===== config.mk =====
export PLATFORM = sky130hd
export DESIGN_NAME = rgbnv12_csc
export DESIGN_NICKNAME = d
export VERILOG_FILES = /design/src/rgbnv12_pkg.sv /design/src/rgbnv12_csc.sv
export SDC_FILE = /design/constraint.sdc
export NUM_CORES = 1
export LEC_CHECK = 0
export BUFFER_PORTS_ARGS = -buffer_cell sky130_fd_sc_hd__buf_4
export CAP_MARGIN = 20
export CORE_UTILIZATION = 46
export DETAILED_ROUTE_END_ITERATION = 8
export PLACE_DENSITY = 0.72
export SETUP_SLACK_MARGIN = 0.5
export SYNTH_ARGS = -nofsm -noshare
export SYNTH_HDL_FRONTEND = slang
export SYNTH_SLANG_ARGS = --single-unit

===== constraint.sdc =====
create_clock -name vclk -period 25.6
set_clock_uncertainty 0.2 [all_clocks]
set_input_delay 5.12 -clock vclk [all_inputs]
set_output_delay 5.12 -clock vclk [all_outputs]
set_load 0.1 [all_outputs]

===== src/rgbnv12_pkg.sv =====
// ----------------------------------------------------------------------------
// rgbnv12_pkg
// shared types and constants of the rgb to nv12 converter
// ----------------------------------------------------------------------------
package rgbnv12_pkg;

  typedef logic [16:0] acc_t;

  // configuration register indexes
  localparam logic REG_WIDTH_PAIRS = 1'b0;
  localparam logic REG_HEIGHT      = 1'b1;

  localparam logic [11:0] WIDTH_PAIRS_RST = 12'd960;
  localparam logic [12:0] HEIGHT_RST      = 13'd1080;

  // luma coefficients
  localparam acc_t Y_R   = 17'd66;
  localparam acc_t Y_G   = 17'd129;
  localparam acc_t Y_B   = 17'd25;
  localparam acc_t ROUND = 17'd128;
  localparam logic [7:0] LUMA_OFS = 8'd16;

  // chroma coefficients, signs applied in the datapath
  localparam acc_t CB_R = 17'd38;
  localparam acc_t CB_G = 17'd74;
  localparam acc_t CB_B = 17'd112;
  localparam acc_t CR_R = 17'd112;
  localparam acc_t CR_G = 17'd94;
  localparam acc_t CR_B = 17'd18;
  // rounding plus the 128 offset, which also keeps the sum positive
  localparam acc_t CHROMA_BIAS = 17'd32896;

  typedef struct packed {
    logic [8:0] r;
    logic [8:0] g;
    logic [8:0] b;
  } pair_sum_t;

  typedef struct packed {
    logic odd_col;
    logic odd_row;
    logic last_row;
  } pix_pos_t;

endpackage


===== src/rgbnv12_csc.sv =====
// ----------------------------------------------------------------------------
// rgbnv12_csc
// bt.601 luma per pixel and chroma of a completed 2x2 block or of a lone last row
// ----------------------------------------------------------------------------
module rgbnv12_csc (
  input  logic [7:0]                red_i,
  input  logic [7:0]                green_i,
  input  logic [7:0]                blue_i,
  input  rgbnv12_pkg::pair_sum_t    cur_sum_i,
  input  rgbnv12_pkg::pair_sum_t    line_sum_i,
  input  rgbnv12_pkg::pix_pos_t     pos_i,
  output logic [7:0]                luma_o,
  output logic                      chroma_valid_o,
  output logic [7:0]                cb_sample_o,
  output logic [7:0]                cr_sample_o
);

  rgbnv12_pkg::acc_t luma_sum;
  rgbnv12_pkg::acc_t cb_sum;
  rgbnv12_pkg::acc_t cr_sum;
  logic [9:0]        tot_r, tot_g, tot_b;
  rgbnv12_pkg::acc_t avg_r, avg_g, avg_b;
  logic              emit;

  assign luma_sum = rgbnv12_pkg::Y_R * 17'(red_i) + rgbnv12_pkg::Y_G * 17'(green_i)
                  + rgbnv12_pkg::Y_B * 17'(blue_i) + rgbnv12_pkg::ROUND;
  assign luma_o   = luma_sum[15:8] + rgbnv12_pkg::LUMA_OFS;

  // odd row adds the stored even row, a lone last even row counts twice
  always_comb begin
    if (pos_i.odd_row) begin
      tot_r = 10'(cur_sum_i.r) + 10'(line_sum_i.r);
      tot_g = 10'(cur_sum_i.g) + 10'(line_sum_i.g);
      tot_b = 10'(cur_sum_i.b) + 10'(line_sum_i.b);
    end else begin
      tot_r = {cur_sum_i.r, 1'b0};
      tot_g = {cur_sum_i.g, 1'b0};
      tot_b = {cur_sum_i.b, 1'b0};
    end
  end

  assign avg_r = 17'(tot_r[9:2]);
  assign avg_g = 17'(tot_g[9:2]);
  assign avg_b = 17'(tot_b[9:2]);

  assign cb_sum = rgbnv12_pkg::CB_B * avg_b + rgbnv12_pkg::CHROMA_BIAS
                - rgbnv12_pkg::CB_R * avg_r - rgbnv12_pkg::CB_G * avg_g;
  assign cr_sum = rgbnv12_pkg::CR_R * avg_r + rgbnv12_pkg::CHROMA_BIAS
                - rgbnv12_pkg::CR_G * avg_g - rgbnv12_pkg::CR_B * avg_b;

  assign emit           = pos_i.odd_col && (pos_i.odd_row || pos_i.last_row);
  assign chroma_valid_o = emit;
  assign cb_sample_o    = emit ? cb_sum[15:8] : 8'd0;
  assign cr_sample_o    = emit ? cr_sum[15:8] : 8'd0;

endmodule


# == Word level (Yosys, flattened, before mapping) ==
# Cells that the tools add are included.
# word_totals
input_bits,81
reg_bits,0
word_cells,29
out_inout_bits,25
# op_classes
muxes,5
add_sub_neg,13
n_reduce_logical,2
n_mul,9
# ops
operator,n
multiplier 6 x 8 -> 14 bit (first input constant),3
adder 15 x 16 -> 16 bit (second input constant),2
subtractor 16 x 15 -> 16 bit,2
adder 9 x 9 -> 10 bit,3
2-to-1 mux 10 bit,3
multiplier 5 x 8 -> 13 bit (first input constant),2
multiplier 3 x 8 -> 11 bit (first input constant),2
adder 15 x 16 -> 16 bit,1
adder 16 x 13 -> 16 bit,1
adder 16 x 8 -> 16 bit (second input constant),1
multiplier 8 x 8 -> 16 bit (first input constant),1
2-to-1 mux 8 bit,2
subtractor 16 x 13 -> 16 bit,1
subtractor 16 x 14 -> 16 bit,1
multiplier 4 x 8 -> 12 bit (first input constant),1
adder 8 x 5 -> 8 bit (second input constant),1
logical AND 1 bit,1
logical OR 1 bit,1

# == Depth between registers and ports, before layout ==
# logic_depth
depth_word,7
depth_mapped,31
ltp_nobuf,31

# == Worst setup path after synthesis ==
# No wires, ideal clock.
# synth_path
path_type,input to output
startpoint,in red_i[2]
endpoint,out luma_o[2]
path_buffers,0
path_stages,15
arrival_ns,13.814
required_time_ns,20.280
slack_ns,6.466
path_cell_list,ha_1 ha_1 ha_1 inv_1 fa_1 xnor2_1 ha_1 fa_1 fa_1 fa_1 ha_1 ha_1 and4_1 a21boi_0 a2111oi_0
# synth_between
elab_chain_cells,5
# synth_rtl
element,line,text
"start, declared",rgbnv12_csc.sv:6,"input logic [7:0] red_i,"
multiplier 6 x 8 -> 14 bit,rgbnv12_csc.sv:25,assign luma_sum = rgbnv12_pkg::Y_R * 17'(red_i) + rgbnv12_pkg::Y_G * 17'(green_i)
adder 15 x 16 -> 16 bit,rgbnv12_csc.sv:25,
adder 16 x 13 -> 16 bit,rgbnv12_csc.sv:26,+ rgbnv12_pkg::Y_B * 17'(blue_i) + rgbnv12_pkg::ROUND;
adder 16 x 8 -> 16 bit,rgbnv12_csc.sv:26,
adder 8 x 5 -> 8 bit,rgbnv12_csc.sv:27,assign luma_o = luma_sum[15:8] + rgbnv12_pkg::LUMA_OFS;
"end, declared",rgbnv12_csc.sv:12,"output logic [7:0] luma_o,"
# Every way passes these cells.

# == Worst setup path in the final report ==
# layout_path
startpoint,in cur_sum_i[11] in the netlist's numbering
endpoint,out cr_sample_o[6]
# layout_between
elab_chain_cells,6
# layout_rtl
element,line,text
"start, declared",rgbnv12_csc.sv:9,"input rgbnv12_pkg::pair_sum_t cur_sum_i,"
adder 9 x 9 -> 10 bit,rgbnv12_csc.sv:33,tot_g = 10'(cur_sum_i.g) + 10'(line_sum_i.g);
2-to-1 mux 10 bit (*),rgbnv12_csc.sv:31,if (pos_i.odd_row) begin
multiplier 6 x 8 -> 14 bit (*),rgbnv12_csc.sv:49,- rgbnv12_pkg::CR_G * avg_g - rgbnv12_pkg::CR_B * avg_b;
subtractor 16 x 15 -> 16 bit (*),rgbnv12_csc.sv:49,
subtractor 16 x 13 -> 16 bit (*),rgbnv12_csc.sv:49,
2-to-1 mux 8 bit (*),rgbnv12_csc.sv:54,assign cr_sample_o = emit ? cr_sum[15:8] : 8'd0;
"end, declared",rgbnv12_csc.sv:15,output logic [7:0] cr_sample_o
# Every way passes the cells marked *; elsewhere a longest branch is shown, timed or not.

==> flow_summary.toml <==
[routing]
drt-wirelength-per-cell_um = 13.8
drtAntennaViolNets = 0
num_vias = 6629
drt-pass1-iter-count = 7
drt-total-wl_um = 17700
detail_route.iter0.violations = 233
drcViolationCount = 0
detail_route.vias_per_cell = 5.18

[sta]
setup_tns_ns = 0
rsz_0062_raised_after_global_routing = "false"
transition_time_of_the_tightest_slew_check_pin_ns = 0.918
maxSlewHeadroom_pct = 38.8
hold_viol_final = 0
timing.final.setup_violations = 0
clock_period_minus_final_worst_setup_slack_ns = 17.61
final-max-slew-violation-count = 0
timing.final.crit_share_pct = 68.8
max_clock_freq_mhz = 56.8

[setup_path]
worstPathBufferInverterCount = 6
critPathMaxFanout = 7
crit_type = "primary input to output port"
startpoint_type = "primary input"
slowest_library_cell_on_the_worst_path = "fa_1"
worst-endpoint-required_ns = 20.28
worst_path_largest_cell_delay_ns = 0.59
arrival_ns = 12.29
critPathTopFamily = "adder cells"
worst_setup_path_end_kind = "output port"

[worst_hold_path]
worst_hold_path_cell_count = 5
hold_class = "primary input to output port"
hp-start = "pos_i[2]"
hold-path-endpoint = "chroma_valid_o"

[cells_and_area]
fraction_of_layout_cells_with_a_size_suffix_above_1_pct = 12.9
area_growth_pct = 12.7
finish.utilization_pct = 53.8
n_fill_cell = 1653
area_taken_by_multi_input_logic_gates_um2 = 7610
antennaDiodeCount = 0
layout.area.seq_um2 = 0
layout.cells.most_common = "ha_1"
seq_cell_count = 0
nClkBuffers = 0
layout.cells.most_common_list = "ha_1, inv_1, buf_4, fa_1, nor2_1"
final_net_count = 1469

[grt]
grt_first_pass_wirelength_um = 29700
grt_start_max_net_pins = 35
grt_usage_pct = 19.6
first_global_vias = 6521
grt_remaining_overflow = 0
grt_antenna_before_repair = 1

[floorplanning]
ios = 106
die_h_um = 137
core_region_area_um2 = 17500
die-area_um2 = 18700
standard_cell_row_count = 48
initial_core_util_pct = 47.7
die_extent_in_x_um = 137

[logic_synthesis]
syn_area_um2 = 8370
syn_inst = 952
muxShareOfSynthArea_pct = 3.47
syn_nets = 1365
yosys.area_share.xor_xnor_pct = 9.17
synth_seq_area_share_pct = 0
synthesis.yosys.warnings = 0
post_synth_and_or_nand_nor_area_fraction_pct = 8.90
netlist_top_cells_area = "ha_1, fa_1, inv_1, xnor2_1, xor2_1"
synth_compound_gate_area_share_pct = 12.0
avgSynthCellArea_um2 = 8.79
synth_top_family_by_area = "adder cells"
netlist.area_leader.share_pct = 36.9
synth.lib_cells_used.distinct = 61
synth_adder_area_share_pct = 57.4
library_cell_with_the_largest_summed_area_after_synthesis = "ha_1"

[cts]
postCtsHoldBufs = 0
cts_repair_resize_count = 0
cts.repair_timing.setup_buffer_count = 0

[status]
run_status = "finished, final reports clean"

[place]
place_congestion = 0.830
post-dp-hpwl_um = 16300
io_buffers = 106

[job]
maxCapViolations = 0
-- metal layers --
layer,global-route usage [%],vias to the layer above,share of wire (%)
li1,-,3415,-
met1,28.4,3111,49
met2,33.4,91,46
met3,0.593,12,4.0
met4,1.83,0,0.85
met5,0,-,0
-- worst max-delay path by stage --
stage | startpoint | end | cells after the start
6_report | cur_sum_i[11] | cr_sample_o[6] | 29
5_1_grt | cur_sum_i[11] | cr_sample_o[7] | 29
4_1_cts | cur_sum_i[11] | cr_sample_o[6] | 29
3_5_place_dp | cur_sum_i[11] | cr_sample_o[6] | 29
3_3_place_gp | cur_sum_i[11] | cr_sample_o[6] | 29
2_1_floorplan | red_i[2] | luma_o[2] | 15
-- logic make-up after synthesis --
group | after synthesis
and+or+nand+nor | 153
adders and majority gates | 333
xor gates and xnor gates | 86
muxes | 26
AOI/OAI and AO/OA | 153
buffers and inverters | 201
-- final cells by class --
type	instances	area share [%]
Timing Repair Buffer	107	8.52
Tap cell	225	2.98
Multi-Input combinational cell	751	80.7
Inverter	196	7.80
-- cell usage after synthesis (5+ instances only) --
cell type  count
o21bai_1      10
a21oi_1       47
or3_1          7
xor2_1        30
inv_1        195
a21o_1        22
o21a_1         8
nor2_1        56
nand2b_1       6
fa_1          85
nor3_1        17
mux2i_1        5
o31ai_1        7
mux2_2        20
ha_1         247
xnor2_1       55
nor2b_1       11
nand2_1       23
nand3_1       11
o21ai_0       21
-- metrics by stage --
stage | hold slack, ns | std cells | cell area, µm² | setup slack (ns)
floorplan | 10.69 | 952 | 8370 | 6.47
global placement | 10.72 | 1279 | 9430 | 8.05
detailed placement | 10.73 | 1279 | 9430 | 7.94
CTS | 10.73 | 1279 | 9430 | 7.92
global route | 10.77 | 1279 | 9430 | 7.49
finish | 10.73 | 1279 | 9430 | 7.99
-- tightest hold or removal path: cells and delay by family --
kind | cells | cell delay, ns
AOI/OAI and AO/OA | 1 | 0.05
buffers and inverters | 4 | 0.63
Power is not shown: default switching activity piles up to over one toggle a cycle in this logic, so the estimate is an artifact.
